$ cat src/fwf_pkg.sv
// fwf_pkg: shared widths, coefficient reset values and cell control type
// for the FIR filter with flush. No dependencies.
package fwf_pkg;

  localparam int DATA_W = 16;
  localparam int COEF_W = 16;
  localparam int PROD_W = DATA_W + COEF_W;
  localparam int NREG   = 8;
  localparam int IDX_W  = $clog2(NREG);
  localparam int FRAC   = 14;
  // products plus growth for NREG terms, plus the rounding offset
  localparam int ACC_W  = PROD_W + $clog2(NREG) + 1;

  localparam logic signed [ACC_W-1:0] ROUND_HALF = ACC_W'(1) <<< (FRAC - 1);
  localparam logic signed [ACC_W-1:0] SAT_HI     = ACC_W'((1 <<< (DATA_W - 1)) - 1);
  localparam logic signed [ACC_W-1:0] SAT_LO     = -(ACC_W'(1) <<< (DATA_W - 1));

  // Q2.14 taps: 0.25, -0.5, 0.25, rest zero
  localparam logic signed [COEF_W-1:0] COEF_RESET [NREG] = '{
    16'sh1000, 16'shE000, 16'sh1000, 16'sh0000,
    16'sh0000, 16'sh0000, 16'sh0000, 16'sh0000
  };

  typedef struct packed {
    logic shift;  // load tap from left neighbor
    logic clear;  // zero the tap
    logic mul;    // capture coef * tap
    logic pass;   // take product from right neighbor
  } fwf_ctl_t;

endpackage

$ cat src/fwf_cell.sv
// fwf_cell: one tap of the delay line with its multiplier and product stage.
// Depends on fwf_pkg.
module fwf_cell import fwf_pkg::*; (
  input  logic                     clk,
  input  logic                     rst,
  input  fwf_ctl_t                 ctl,
  input  logic signed [COEF_W-1:0] coef,
  input  logic signed [DATA_W-1:0] x_in,
  input  logic signed [PROD_W-1:0] prod_in,
  output logic signed [DATA_W-1:0] x,
  output logic signed [PROD_W-1:0] prod
);

  always_ff @(posedge clk) begin
    if (rst || ctl.clear) begin
      x <= '0;
    end else if (ctl.shift) begin
      x <= x_in;
    end
  end

  // products drain toward cell 0, one position per cycle
  always_ff @(posedge clk) begin
    if (ctl.mul) begin
      prod <= PROD_W'(coef) * PROD_W'(x);
    end else if (ctl.pass) begin
      prod <= prod_in;
    end
  end

endmodule

$ cat config.mk
export PLATFORM = sky130hd
export DESIGN_NAME = fwf_cell
export DESIGN_NICKNAME = d
export VERILOG_FILES = /design/src/fwf_pkg.sv /design/src/fwf_cell.sv
export SDC_FILE = /design/constraint.sdc
export NUM_CORES = 1
export LEC_CHECK = 0
export BUFFER_PORTS_ARGS = -buffer_cell sky130_fd_sc_hd__buf_2
export CORE_MARGIN = 10
export CORE_UTILIZATION = 67
export CTS_CLUSTER_SIZE = 8
export DETAILED_ROUTE_END_ITERATION = 10
export GPL_ROUTABILITY_DRIVEN = 0
export GPL_TIMING_DRIVEN = 1
export PLACE_DENSITY = 0.89
export SYNTH_ARGS = -nofsm -noshare
export SYNTH_HDL_FRONTEND = slang
export SYNTH_SLANG_ARGS = --single-unit
$ cat constraint.sdc
create_clock -name clk -period 18.5 [get_ports clk]
set_input_delay 0.925 -clock clk [delete_from_list [all_inputs] [get_ports clk]]
set_output_delay 0.925 -clock clk [all_outputs]
set_load 0.01 [all_outputs]
==> Yosys cells after proc, flatten, opt, wreduce, memory -nomap -nowiden <==
Cells that the tools add are included.
{ "totals": {"ramBits": 0, "latch_bits": 0, "input_bits": 70, "memories": 0, "output_inout_bits": 48, "romBits": 0, "word_cells": 7, "ff_bits": 48} }
{ "op_classes": {"reduce_logical": 2, "n_shift": 0, "multipliers": 1, "bitwise": 0, "muxes": 2, "n_addsub": 0, "n_div": 0, "eq_ne": 0, "order_cmp": 0} }
{ "op_table": {"columns": ["operator", "n"], "rows": [
  ["32-bit 2-to-1 mux", 2],
  ["16-bit by 16-bit multiplier with 32-bit output", 1],
  ["2-bit nonzero test", 1],
  ["1-bit logical OR", 1]
]} }

==> Depth between registers and ports, before layout <==
{ "depth": {"word_depth": 2, "ltp_mapped": 23, "ltp_nobuf": 21} }

==> Least setup slack after synthesis <==
Ideal clock, no wire load.
{ "synth_path": {"path_type": "input to register", "startpoint": "input coef[15]", "endpoint": "register prod[29] (data pin)", "setup_ns": 0.260, "path_stages": 20, "path_slack_ns": 11.264, "required_time_ns": 18.240, "t_arrival_ns": 6.975, "path_cell_list": "clkbuf_1 > nand2_1 > inv_1 > fa_1 > fa_1 > fa_1 > fa_1 > fa_1 > inv_1 > fa_1 > inv_1 > ha_1 > and2_4 > a221o_1 > a221o_1 > a31o_1 > a311o_1 > a21oi_2 > xnor2_1 > mux2_4"} }
{ "synth_between": {"elab_chain_len": 2} }
{ "synth_rtl": {"columns": ["element", "line_no", "text"], "rows": [
  ["from (decl)", "fwf_cell.sv:7", "input logic signed [COEF_W-1:0] coef,"],
  ["16-bit by 16-bit multiplier with 32-bit output", "fwf_cell.sv:25", "prod <= PROD_W'(coef) * PROD_W'(x);"],
  ["32-bit 2-to-1 mux", "fwf_cell.sv:24", "if (ctl.mul) begin"],
  ["to (signal assigned)", "fwf_cell.sv:25", null],
  ["to (signal assigned)", "fwf_cell.sv:27", "prod <= prod_in;"],
  ["to (decl)", "fwf_cell.sv:11", "output logic signed [PROD_W-1:0] prod"]
]} }
No other way between the ends.
A chain may end at the register's enable or synchronous reset.

==> Worst setup path after layout <==
{ "layout_path": {"startpoint": "input coef[15]", "endpoint": "register prod[31] (data pin)"} }
The elaborated chain is that of the path after synthesis.

==> flow_metrics.env <==
export IMPL_status="completed"
export IMPL_dpl_cell_area_um2=12400
export IMPL_ctsResizeCount=0
export IMPL_path_delay_family="adder cells"
export IMPL_numCtsBuffers=5
export IMPL_die_y_um=152
export IMPL_setup_viol=0
export IMPL_start_util_pct=68.1
export IMPL_synth_top_flop_cell="edfxtp_1"
export IMPL_via_count=8770
export IMPL_instances_no_fill=1526
export IMPL_synth_nets=1629
export IMPL_ir_drop_mv=0.0548
export IMPL_hold_viol_final=0
export IMPL_period_minus_slack_ns=7.50
export IMPL_worstPathRequired_ns=18.52
export IMPL_ctsHtreeMaxLevel=2
export IMPL_ys_ff_latch=48
export IMPL_crit_path_max_fanout=16
export IMPL_fin_nets=1713
export IMPL_dp_cells=1517
export IMPL_numClockSinks=48
export IMPL_cts_hold_buf=0
export IMPL_design_core_area_um2=17200
export IMPL_die_w_um=152
export IMPL_final_common_cell="inv_1"
export IMPL_cp_cell_sequence="buf_2 > nand2_1 > inv_1 > fa_1 > fa_1 > fa_1 > fa_1 > fa_1 > inv_1 > fa_1 > inv_1 > ha_1 > and2_4 > a221o_1 > a221o_1 > a31o_1 > a311o_2 > a31oi_2 > xnor2_1 > a21oi_1"
export IMPL_grt_usage_pct=26.2
export IMPL_overflow=0
export IMPL_rsz0062_at_grt="no"
export IMPL_antenna_found_initial=1
export IMPL_grt_pass1_vias=9976
export IMPL_crit_type="in -> reg"
export IMPL_relSlewSlack_pct=43.1
export IMPL_synth_seq_area_share_pct=10.9
export IMPL_io_buffers=117
export IMPL_multiInputGateArea_um2=9200
export IMPL_ios=118
export IMPL_async_reset_ff_share_pct=0
export IMPL_ys_types=53
export IMPL_tritoncts="yes"
export IMPL_antenna_left=0
export IMPL_drtIter0Drc=695
export IMPL_syn_area_per_cell_um2=9.66
export IMPL_cts_root_buf="clkbuf_16"
export IMPL_routed_via_density=5.75
export IMPL_routed_wl_um=29600
export IMPL_dpl_hpwl_um=23800
export IMPL_drc_errors=0
export IMPL_leakage_nw=6.70
export IMPL_fmax_mhz=133
export IMPL_rows=48
export IMPL_crit_buf_inv=4
export IMPL_slew_violations=0
export IMPL_wl_per_cell_um=19.4
export IMPL_clock_skew_ns=0.00531
export IMPL_hold_class="reg -> reg"
export IMPL_clock_path_buffers=2
export IMPL_cp_common_cell="fa_1"
export IMPL_most_common_layout_cells="286 x inv_1, 262 x fa_1, 133 x nand2_1"
export IMPL_clock_latency_ns=0.30
export IMPL_cpMaxStageDelayCell="fa_1"
export IMPL_die_area_um2=23200
export IMPL_total_power_uw=596
export IMPL_ys_warn_count=0
export IMPL_clkTransAtPathRegs_ns=0.07
export IMPL_drive_above_1_share_pct=12.3
export IMPL_netlist_area_um2=11700
export IMPL_seqCellArea_um2=1280
export IMPL_synthCells=1215
export IMPL_endpoint_kind="flip-flop"
export IMPL_grt_max_degree=37
export IMPL_fin_area_um2=12600
export IMPL_arrival_ns=7.53
export IMPL_fill_cells=1135
export IMPL_tns_ns=0
export IMPL_min_period_over_period_pct=40.6
export IMPL_p_per_area_nw_per_um2=47.2
export IMPL_worst_pin_slew_ns=0.852
export IMPL_startpoint_type="input port"
export IMPL_reg2reg_slack_ns=11.05
export IMPL_cpPeakStageDelay_ns=0.94
export IMPL_final_core_util_pct=73.2
export IMPL_dr_pass1_iters=6
export IMPL_areaGrowthSynthToFinish_pct=7.53
export IMPL_post_cts_buffers=0
export IMPL_synth_edf_count=32
export IMPL_cap_violations=0
export IMPL_grt_pass1_wl_um=49400
==> per-stage QoR <==
step | worst slack [ns] | hold slack, ns
5_1_grt | 10.78 | 0.829
3_3_place_gp | 10.99 | 0.762
3_5_place_dp | 10.75 | 0.763
6_report | 11.00 | 0.807
2_1_floorplan | 11.26 | 0.587
4_1_cts | 11.04 | 0.793
==> per-layer routing <==
metal | part of all wire [%] | vias up | wire [um] | GRT usage [%]
li1 | - | 3813 | - | -
met5 | 0 | - | 0 | 0
met3 | 7.9 | 149 | 2330 | 4.63
met4 | 6.2 | 0 | 1820 | 14.1
met1 | 33 | 4346 | 9780 | 28.7
met2 | 53 | 462 | 15600 | 47.1
==> Yosys cell counts (all sizes together), types with 2 or more instances <==
| cell | instances | share of area [%] |
|---|---|---|
| and3 | 4 | 0.22 |
| edfxtp | 32 | 8.2 |
| o21bai | 5 | 0.32 |
| a211oi | 6 | 0.38 |
| o2111ai | 3 | 0.22 |
| mux2i | 16 | 1.4 |
| nand4 | 2 | 0.11 |
| a21o | 8 | 0.52 |
| and2 | 128 | 6.9 |
| xor2 | 7 | 0.52 |
| nor2 | 43 | 1.4 |
| inv | 286 | 9.2 |
| o21a | 2 | 0.13 |
| ha | 82 | 8.7 |
| nand3 | 7 | 0.30 |
| nand2b | 5 | 0.27 |
| nor3 | 9 | 0.38 |
| nand2 | 133 | 4.3 |
| dfxtp | 16 | 2.7 |
| clkbuf | 39 | 1.2 |
| xnor2 | 26 | 1.9 |
| a311o | 2 | 0.18 |
| buf | 3 | 0.22 |
| or2 | 3 | 0.16 |
| o21ai | 14 | 0.60 |
| a31oi | 4 | 0.27 |
| mux2 | 22 | 2.1 |
| a21oi | 25 | 1.1 |
| a221o | 3 | 0.27 |
| or3 | 3 | 0.16 |
| fa | 262 | 45 |
| o31ai | 4 | 0.26 |
==> power breakdown <==
group	internal [mW]	switching, mW	leakage (nW)
clock	0.0644	0.0462	0.0804
sequential	0.136	0.00968	0.465
combinational	0.143	0.197	6.15
total	0.343	0.253	6.70
==> cell families after synthesis <==
group	after synthesis	synth area share (%)
muxes	38	3.51
xor gates and xnor gates	33	2.46
AOI/OAI and AO/OA	82	4.67
buffers and inverters	329	10.7
DFF	48	10.9
adders and majority gates	344	53.4
and+or+nand+nor	341	14.3
==> tightest hold or removal path: stages (launching register included) <==
cell	delay [ns]
dfxtp_1	0.48
mux2i_1	0.22
nor2_1	0.06
==> cell type report <==
class                           instances  area share, %
Multi-Input combinational cell        838           72.9
Sequential cell                        48           10.2
Inverter                              287           8.54
Timing Repair Buffer                  119           4.76
Tap cell                              225           2.23
Clock buffer                            5          0.992
Clock inverter                          3          0.367
Antenna cell                            1         0.0198
==> worst paths after layout <==
| check | endpoint | depth (start not counted) | startpoint |
|---|---|---|---|
| worst max register to register | prod[31] | 19 | x[1] |
| worst min-delay path | x[15] | 2 | x[15] |
| worst min register to register | x[15] | 2 | x[15] |
| worst max-delay path | prod[31] | 20 | coef[15] |
==> registers in the layout, summed over array words and instances (netlist names) <==
signal / count
prod: 32
x: 16
(Power assumes the default switching activity.)
